$ cat src/rtl/ole_pkg.sv
// Shared types, codes and sizes of the ordered list engine.
package ole_pkg;

	// Default list depth
	localparam int DEPTH_DEF = 16;

	// Field widths
	localparam int OP_W     = 3;
	localparam int VAL_W    = 32;
	localparam int STATUS_W = 2;
	localparam int CNT_OUT_W = 5;
	localparam int OUT_W    = 40;

	// Operation codes
	localparam logic [OP_W-1:0] OP_APPEND    = 3'd0;
	localparam logic [OP_W-1:0] OP_DEL_VALUE = 3'd1;
	localparam logic [OP_W-1:0] OP_DEL_FIRST = 3'd2;
	localparam logic [OP_W-1:0] OP_DEL_LAST  = 3'd3;
	localparam logic [OP_W-1:0] OP_CLEAR     = 3'd4;

	// Status codes
	localparam logic [STATUS_W-1:0] ST_OK        = 2'd0;
	localparam logic [STATUS_W-1:0] ST_FULL      = 2'd1;
	localparam logic [STATUS_W-1:0] ST_NOT_FOUND = 2'd2;
	localparam logic [STATUS_W-1:0] ST_EMPTY     = 2'd3;

	// Broadcast control from the sequencer to every cell
	typedef struct packed {
		logic cmp_en;
		logic shift_en;
	} cell_ctrl_t;

endpackage

$ cat src/rtl/ordered_list_engine_top.sv
// Ordered list engine: a row of cells and an idle/execute sequencer with an output register.
// The output register loads when the sequencer commits, once any waiting result has gone.
// A new item is taken only after the previous one has committed; the compare of every cell is
// registered on acceptance; the hit chain with the shift or load is committed in the execute state.
// The sequencer holds the next input while a finished result still waits downstream.
// Reset clears the entry count, sequencer and output valid; cell contents stay undefined.
module ordered_list_engine_top #(
	parameter int DEPTH = ole_pkg::DEPTH_DEF
) (
	input  logic                          clk,
	input  logic                          arst_n,
	input  logic                          s_tvalid,
	output logic                          s_tready,
	input  logic [ole_pkg::VAL_W-1:0]     s_tdata,  // value
	input  logic [ole_pkg::OP_W-1:0]      s_tuser,  // op
	output logic                          m_tvalid,
	input  logic                          m_tready,
	output logic [ole_pkg::OUT_W-1:0]     m_tdata   // status, entry_count, is_empty, head_value
);
	import ole_pkg::*;

	localparam int CW = $clog2(DEPTH + 1);
	localparam logic [CW-1:0] DEPTH_C = CW'(DEPTH);
	localparam logic [CW-1:0] ONE_C   = CW'(1);

	// Sequencer codes
	localparam logic S_IDLE = 1'b0;
	localparam logic S_EXEC = 1'b1;

	logic             state_q;
	logic [CW-1:0]    count_q;
	logic [OP_W-1:0]  op_s1;
	logic [VAL_W-1:0] value_s1;
	logic             m_tvalid_q;
	logic [OUT_W-1:0] m_tdata_q;

	logic             in_xfer;
	logic             commit;
	cell_ctrl_t       ctrl;
	logic             force_first;
	logic             found;
	logic             append_ok;
	logic [CW-1:0]    count_next;
	logic [STATUS_W-1:0] status_next;
	logic [VAL_W-1:0] head_next;
	logic [CW+CNT_OUT_W-1:0] count_ext;

	logic [VAL_W-1:0] data_w [DEPTH];
	logic [DEPTH:0]   hit_w;

	assign s_tready = (state_q == S_IDLE);
	assign in_xfer  = s_tvalid && s_tready;
	assign commit   = (state_q == S_EXEC) && (!m_tvalid_q || m_tready);

	// Broadcast controls
	assign force_first   = (op_s1 == OP_DEL_FIRST);
	assign hit_w[0]      = force_first;
	assign found         = hit_w[DEPTH];
	assign append_ok     = (op_s1 == OP_APPEND) && (count_q != DEPTH_C);
	assign ctrl.cmp_en   = in_xfer;
	assign ctrl.shift_en = commit && (count_q != '0) &&
		(((op_s1 == OP_DEL_VALUE) && found) || force_first);

	// Row of cells
	for (genvar i = 0; i < DEPTH; i++) begin : g_cell
		logic [VAL_W-1:0] nxt;
		if (i < DEPTH - 1) begin : g_mid
			assign nxt = data_w[i+1];
		end else begin : g_last
			assign nxt = data_w[i];
		end
		ole_cell u_cell (
			.clk        (clk),
			.arst_n     (arst_n),
			.ctrl       (ctrl),
			.occupied   (CW'(i) < count_q),
			.cmp_value  (s_tdata),
			.load_en    (commit && append_ok && (count_q == CW'(i))),
			.load_value (value_s1),
			.nxt_data   (nxt),
			.hit_in     (hit_w[i]),
			.hit_out    (hit_w[i+1]),
			.data       (data_w[i])
		);
	end

	// Work out the new count and status
	always_comb begin
		count_next  = count_q;
		status_next = ST_OK;
		case (op_s1)
			OP_APPEND: begin
				if (count_q == DEPTH_C) status_next = ST_FULL;
				else count_next = count_q + ONE_C;
			end
			OP_DEL_VALUE: begin
				if (count_q == '0) status_next = ST_EMPTY;
				else if (found) count_next = count_q - ONE_C;
				else status_next = ST_NOT_FOUND;
			end
			OP_DEL_FIRST, OP_DEL_LAST: begin
				if (count_q == '0) status_next = ST_EMPTY;
				else count_next = count_q - ONE_C;
			end
			OP_CLEAR: begin
				count_next = '0;
			end
			default: begin
				count_next = count_q;
			end
		endcase
	end

	// Head after the operation
	always_comb begin
		if (count_next == '0) head_next = '0;
		else if (ctrl.shift_en && hit_w[1]) head_next = data_w[1];
		else if (append_ok && (count_q == '0)) head_next = value_s1;
		else head_next = data_w[0];
	end

	assign count_ext = {{CNT_OUT_W{1'b0}}, count_next};

	// Sequencer and entry count
	always_ff @(posedge clk or negedge arst_n) begin
		if (!arst_n) begin
			state_q <= S_IDLE;
			count_q <= '0;
		end else begin
			if (in_xfer) state_q <= S_EXEC;
			else if (commit) state_q <= S_IDLE;
			if (commit) count_q <= count_next;
		end
	end

	// Hold the accepted item
	always_ff @(posedge clk) begin
		if (in_xfer) begin
			op_s1    <= s_tuser;
			value_s1 <= s_tdata;
		end
	end

	// Output register: load on commit, drop on transfer
	always_ff @(posedge clk or negedge arst_n) begin
		if (!arst_n) begin
			m_tvalid_q <= 1'b0;
		end else if (commit) begin
			m_tvalid_q <= 1'b1;
		end else if (m_tready) begin
			m_tvalid_q <= 1'b0;
		end
	end

	always_ff @(posedge clk) begin
		if (commit) begin
			m_tdata_q <= {head_next, (count_next == '0), count_ext[CNT_OUT_W-1:0], status_next};
		end
	end

	assign m_tvalid = m_tvalid_q;
	assign m_tdata  = m_tdata_q;

endmodule

$ cat src/rtl/ole_cell.sv
// One list cell: holds an entry, compares it, and takes its neighbor's entry on a shift or loads an appended value.
module ole_cell (
	input  logic                        clk,
	input  logic                        arst_n,
	input  ole_pkg::cell_ctrl_t         ctrl,
	input  logic                        occupied,
	input  logic [ole_pkg::VAL_W-1:0]   cmp_value,
	input  logic                        load_en,
	input  logic [ole_pkg::VAL_W-1:0]   load_value,
	input  logic [ole_pkg::VAL_W-1:0]   nxt_data,
	input  logic                        hit_in,
	output logic                        hit_out,
	output logic [ole_pkg::VAL_W-1:0]   data
);
	import ole_pkg::*;

	logic [VAL_W-1:0] data_q;
	logic             match_q;

	// Register the compare of this entry against the incoming value
	always_ff @(posedge clk or negedge arst_n) begin
		if (!arst_n) begin
			match_q <= 1'b0;
		end else if (ctrl.cmp_en) begin
			match_q <= occupied && (data_q == cmp_value);
		end
	end

	// Pass the hit down the chain: this cell and all after it close the gap
	assign hit_out = hit_in | match_q;

	// Take the neighbor's entry on a shift, or load an appended value
	always_ff @(posedge clk) begin
		if (ctrl.shift_en && hit_out) begin
			data_q <= nxt_data;
		end else if (load_en) begin
			data_q <= load_value;
		end
	end

	assign data = data_q;

endmodule

$ cat config.mk
export PLATFORM = sky130hd
export DESIGN_NAME = ordered_list_engine_top
export DESIGN_NICKNAME = d
export VERILOG_FILES = /design/src/rtl/ole_pkg.sv /design/src/rtl/ordered_list_engine_top.sv /design/src/rtl/ole_cell.sv
export SDC_FILE = /design/constraint.sdc
export NUM_CORES = 1
export LEC_CHECK = 0
export CORE_MARGIN = 3
export CORE_UTILIZATION = 25
export CTS_CLUSTER_SIZE = 16
export DETAILED_ROUTE_END_ITERATION = 8
export DONT_BUFFER_PORTS = 1
export PLACE_DENSITY_LB_ADDON = 0.15
export SETUP_SLACK_MARGIN = 0.2
export SYNTH_ARGS = -nofsm -noshare
export SYNTH_HDL_FRONTEND = slang
export SYNTH_SLANG_ARGS = --single-unit
$ cat constraint.sdc
create_clock -name clk -period 8.7 [get_ports clk]
set_clock_uncertainty 0.1 [all_clocks]
set_input_delay 1.305 -clock clk [delete_from_list [all_inputs] [get_ports clk]]
set_output_delay 1.305 -clock clk [all_outputs]
set_load 0.05 [all_outputs]
Yosys cells after proc, flatten, opt, wreduce, memory -nomap -nowiden
Index checks and enable logic that the tools add are counted.

Bitwise gates (word level): 18. Magnitude comparators: 16. Reductions and logical operators: 82. $add $sub $neg: 2. Muxes and demuxes: 46. Eq/ne operators: 37.

Operators with widths (number): $mux 32 (32); $eq 32x32->1 (16); $logic_and 1x1->1 (56); $eq 5x4->1 const B (8); $lt 4x5->1 const A (8); $reduce_bool 2->1 (17); $eq 5x3->1 const B (4); $lt 3x5->1 const A (4); $mux 5 (4); $pmux 5 s4 (1); $or 1x1->1 (16); $eq 5x2->1 const B (2); $logic_not 5->1 (2); $lt 1x5->1 const A (2); $lt 2x5->1 const A (2); $eq 3x2->1 const B (2); $mux 2 (3); $pmux 2 s3 (1); $add 5x1->5 const B (1); $eq 5x1->1 const B (1); $eq 5x5->1 const B (1); $mux 1 (5); $ne 5x5->1 const B (1); $reduce_bool 5->1 (1); 9 further kinds (11).

Register bits after elaboration: 610. Word-level logic and storage cells: 240.

Longest topological paths before layout
Depth in word-level cells: 23. Mapped depth: 11. Depth with buffers taken out: 8.

Modules after synthesis
Synthesis repeated with hierarchy kept, for this count alone.

Cells, all modules: 2191. Area, all modules: 32327.3 um^2.

Modules (own cells, without submodules): ole_cell (instances 16, seq. area each 985.9 um^2, area each 1757.9 um^2, cells an instance 116); ordered_list_engine_top (instances 1, seq. area each 2427.3 um^2, area each 4200.3 um^2, cells an instance 335).

Worst setup path after synthesis
OpenSTA, ideal clock, no wires.

Path type: input to register. Start point: in m_tready. End point: reg g_cell[2].u_cell.data_q[0] (enable). Setup slack: 3.802 ns. Cell stages on the path: 5. Buffers on the path: 0. Required time: 8.128 ns. Arrival: 4.326 ns. Cells stage by stage: nand2b_1 > nand2_1 > nor3_1 > nand2_1 > o32ai_1.

Cells in the longest elaborated chain, start to end: 6. Elaborated cells between the ends (all ways): 8.

Ends and longest elaborated chain: start: declaration (line ordered_list_engine_top.sv:17) `input logic m_tready,`; $logic_or 1x1->1 (*) (line ordered_list_engine_top.sv:53) `assign commit = (state_q == S_EXEC) && (!m_tvalid_q || m_tready);`; $logic_and 1x1->1 (*) (line ordered_list_engine_top.sv:53); $logic_and 1x1->1 (2 in a row) (line ordered_list_engine_top.sv:61) `assign ctrl.shift_en = commit && (count_q != '0) &&`; $logic_and 1x1->1 (line ole_cell.sv:34) `if (ctrl.shift_en && hit_out) begin`; $reduce_bool 2->1 (no source line) (*); end signal: assignment (line ole_cell.sv:35) `data_q <= nxt_data;`; end signal: assignment (line ole_cell.sv:37) `data_q <= load_value;`; end: declaration (line ole_cell.sv:17) `logic [VAL_W-1:0] data_q;`.

Every way passes the cells marked *; elsewhere a longest branch is shown, timed or not. A chain may end at the register's enable or synchronous reset.

Worst setup path in the final report
Start point: reg count_q[0]. End point: reg g_cell[8].u_cell.data_q[16] (enable).

Cells in the longest elaborated chain, start to end: 5. Elaborated cells between the ends (all ways): 10.

Ends and longest elaborated chain: start: declaration (line ordered_list_engine_top.sv:31) `logic [CW-1:0] count_q;`; start signal: assignment (line ordered_list_engine_top.sv:132) `if (commit) count_q <= count_next;`; $ne 5x5->1 or $reduce_bool 5->1 (tied branches) (line ordered_list_engine_top.sv:59, ordered_list_engine_top.sv:61); $logic_and 1x1->1 (on tied branches) (line ordered_list_engine_top.sv:59, ordered_list_engine_top.sv:61); $logic_and 1x1->1 (on tied branches) (line ordered_list_engine_top.sv:78, ordered_list_engine_top.sv:61); $logic_and 1x1->1 (on tied branches) (line ordered_list_engine_top.sv:78, ole_cell.sv:34); $reduce_bool 2->1 (no source line) (*); end signal: assignment (line ole_cell.sv:35); end signal: assignment (line ole_cell.sv:37); end: declaration (line ole_cell.sv:17).

Marks and branches as above.

==> results by group <==
Worst setup path
  – CP cell instances: inv_1 > ha_1 > nor4b_2 > nor3_1 > o21ai_4 > buf_4 > nor2_4 > a21o_1
  – Crit path from: count_q[0]
  – FF-to-FF setup slack: 3370 ps
  – Crit Path Max Fanout: 33
  – Worst-case reg-to-reg path depth: 8
  – Critical path class: reg -> reg
  – Worst path max stage delay: 950 ps
  – Family with the most delay on the worst path: simple AND/OR/NAND/NOR gates
  – Worst flop-to-flop path startpoint: count_q[0]
  – WP data required: 8850 ps
  – Buffers & Inverters on Critical Path: 2
  – Worst Setup Start Kind: flip-flop
  – Worst setup EP type: flip-flop
  – Slowest CP cell: a21o_1
  – Critical path depth in cells: 8
  – Data arrival time of the worst path: 5480 ps

Floorplan
  – # IOs: 81
  – FP Rows: about 130
  – Core footprint: between 100000 and 150000 um2
  – Die Area: 133100 um2
  – Die W: between 300 and 400 um
  – DIE HEIGHT: 364.8 um
  – Initial Util: approximately 25%

Placement
  – GP Congestion: approximately 0.87
  – Placed wire-length estimate: 87.94 mm
  – Placed cell areas: 34160 um2
  – DP Worst Slack: around 3500 ps
  – DP Cell Count: 3829
  – Number of port buffers: 0

Timing
  – Max_slew headroom: 14.52%
  – Worst slew pin tran: 1282 ps
  – Setup ws final: between 3000 and 4000 ps
  – Min Clock Period, post-route: 5331 ps
  – Setup violators final: 0
  – Endpoints failing hold: 0
  – Fin Setup TNS: 0 ps
  – Unrepaired setup endpoints after global routing: false
  – Final max-slew violation count: 0
  – Achievable clock frequency: 187.6 MHz
  – Worst hold slack: 246.2 ps
  – Final period utilization: between 60% and 70%

Yosys
  – Most area-consuming cells after synthesis: edfxtp_1 (55%), mux2_2 (18%), xor2_1 (7.0%)
  – Ys Warns: 0
  – Seq/Total Area, Yosys: 56.54%
  – Syn Area/Cell: 14.05 um2
  – Post-synth EDFFs: ~600
  – Mapped Area: 32190 um2
  – Most used DFF post-synth: edfxtp_1
  – Async SR Flop Fraction: roughly 3.8%
  – Top cell type's share of synthesized area: a little over half
  – Synth unique cells: 66
  – Synth area leader: edfxtp_1
  – Cells after Synth: 2291
  – Syn nets: 2335
  – Synth Register Bits: 610

CTS
  – CTS Buffer Depth: 3
  – Cts bufs inserted: 77
  – Clk slew on worst S/H paths: roughly 60 ps
  – PostCTS Resize Cnt: 0
  – H-tree levels: 3
  – CTS tree: built
  – Post-CTS Setup Bufs: 0
  – Worst-skew pair later-pin latency: 650 ps
  – Clock sink total: between 600 and 700
  – Post-CTS Hold Buffers: 0
  – CTS Root Buffer Type: clkbuf_16

Global route
  – Tot GR Track Use: roughly 19%
  – Grt ovf: 0
  – Vias in the first global route: 20400
  – Largest net degree at the start of global routing: 49
  – Initial antenna violation count: 8
  – First-pass GRT wire length: 177.2 mm

Power
  – Internal power: roughly 6 mW
  – Sw Share: 32.18%
  – Pleak: 11.69 nW
  – Switching power total: 2.847 mW
  – Max rail drop VDD: roughly 0.12 mV
  – Total Power: 8.845 mW
  – Comb pwr share: 17.0%
  – Pwr dens: 241.4 nW/um2
  – Sequential Power Share: a little under half
  – Clock power share: 36.3%

Run
  – Max-cap viol count: 0

Routing
  – Met1 WL: between 50 and 60 mm
  – Met2 wire len: 64.32 mm
  – DRC: 0
  – Vias: approximately 20000
  – DR WL/cell: 32.59 um
  – Iteration-0 DRC Markers: 1875
  – Met3 wire len: 6.542 mm
  – Final ANT Viol Nets: 0
  – Via density: approximately 4.9
  – Routed WL: around 130 mm
  – Max layer used: met4
  – First drt pass iteration count: 7

Final layout
  – Util after Layout: 28.70%
  – Layout Nets: 2290
  – Synthesis-to-finish area growth: 13.84%
  – Commonest non-fill, non-tap cells in the layout: edfxtp_1 (587), mux2_2 (502), xor2_1 (258)
  – Final instance area: 36650 um2
  – Fill cells: 12820
  – Cell Count, Final, Fillers Out: 3976
  – Layout cells sized above 1: 30.81%
  – Commonest non-fill, non-tap cell in the layout: edfxtp_1

Run status
  – Status: completed

Hold path
  – Worst hold path class: in -> async
-- per-layer routing --
layer	up-vias	GRT usage [%]
met3	156	3.030
met5	-	0
li1	8495	-
met1	10290	24.67
met4	0	5.259
met2	632	33.51
-- cells by family after synthesis --
kind of cell             share of synthesized area, %
flip-flops                                      56.54
XOR/XNOR                                        13.68
AO/OA/AOI/OAI                                   2.767
multiplexers                                    19.04
AND/OR/NAND/NOR                                 5.220
adder cells (fa/ha/maj)                        0.1943
buffers and inverters                           2.550
-- synth_stat cells (6+ instances only) --
| cell type | count |
|---|---|
| buf_2 | 41 |
| nor4_1 | 78 |
| a21o_1 | 7 |
| o21ai_0 | 21 |
| buf_1 | 13 |
| mux2i_1 | 33 |
| nand3_1 | 18 |
| mux2_1 | 13 |
| xor2_1 | 258 |
| nand4_1 | 74 |
| edfxtp_1 | 587 |
| nor2_1 | 26 |
| inv_1 | 17 |
| mux2_2 | 502 |
| nand2_1 | 40 |
| a211oi_1 | 6 |
| o22ai_1 | 6 |
| a21oi_1 | 44 |
| xnor2_1 | 245 |
| clkbuf_1 | 117 |
| nor3_1 | 27 |
| dfrtp_1 | 23 |
-- power by group through the flow --
stage	registers [mW]	clock network [mW]	logic (mW)
final	4.13	3.21	1.51
after global routing	4.15	3.40	1.61
after CTS	4.13	3.28	1.51
after detailed placement	4.19	0	1.50
after global placement	4.19	0	1.49
after floorplan	4.06	0	1.03
-- final timing paths --
kind,to
setup reg to reg,g_cell[8].u_cell.data[16]
min in group clk,g_cell[3].u_cell.match_q
max in group asynchronous,g_cell[15].u_cell.match_q
setup / recovery,g_cell[8].u_cell.data[16]
hold reg to reg,g_cell[3].u_cell.match_q
hold / removal,count_q[4]
-- registers in the layout, summed over array words and instances, names as in the netlist --
signal                 count
g_cell.u_cell.data       512
m_tdata                   40
value_s1                  32
g_cell.u_cell.match_q     16
count_q                    5
op_s1                      3
m_tvalid                   1
state_q                    1
-- worst register-to-register path, delay by kind of cell (launching register included) --
family | cells | cell delay, ps
simple gates | 3 | 1770
compound gates | 2 | 1050
flops | 1 | 820
buf+inv | 2 | 650
fa+ha+maj | 1 | 510
-- area by class of cell --
class,instances,area [um2],area share [%]
Inverter,18,67.56,0.1844
Clock inverter,45,341.6,0.9321
Clock buffer,99,2135,5.825
Multi-Input combinational cell,1486,13420,36.61
Sequential cell,610,18200,49.67
Antenna cell,3,7.507,0.02048
Tap cell,1662,2079,5.674
Timing Repair Buffer,53,397.9,1.086
No activity file was read; power rests on OpenSTA's default activity.
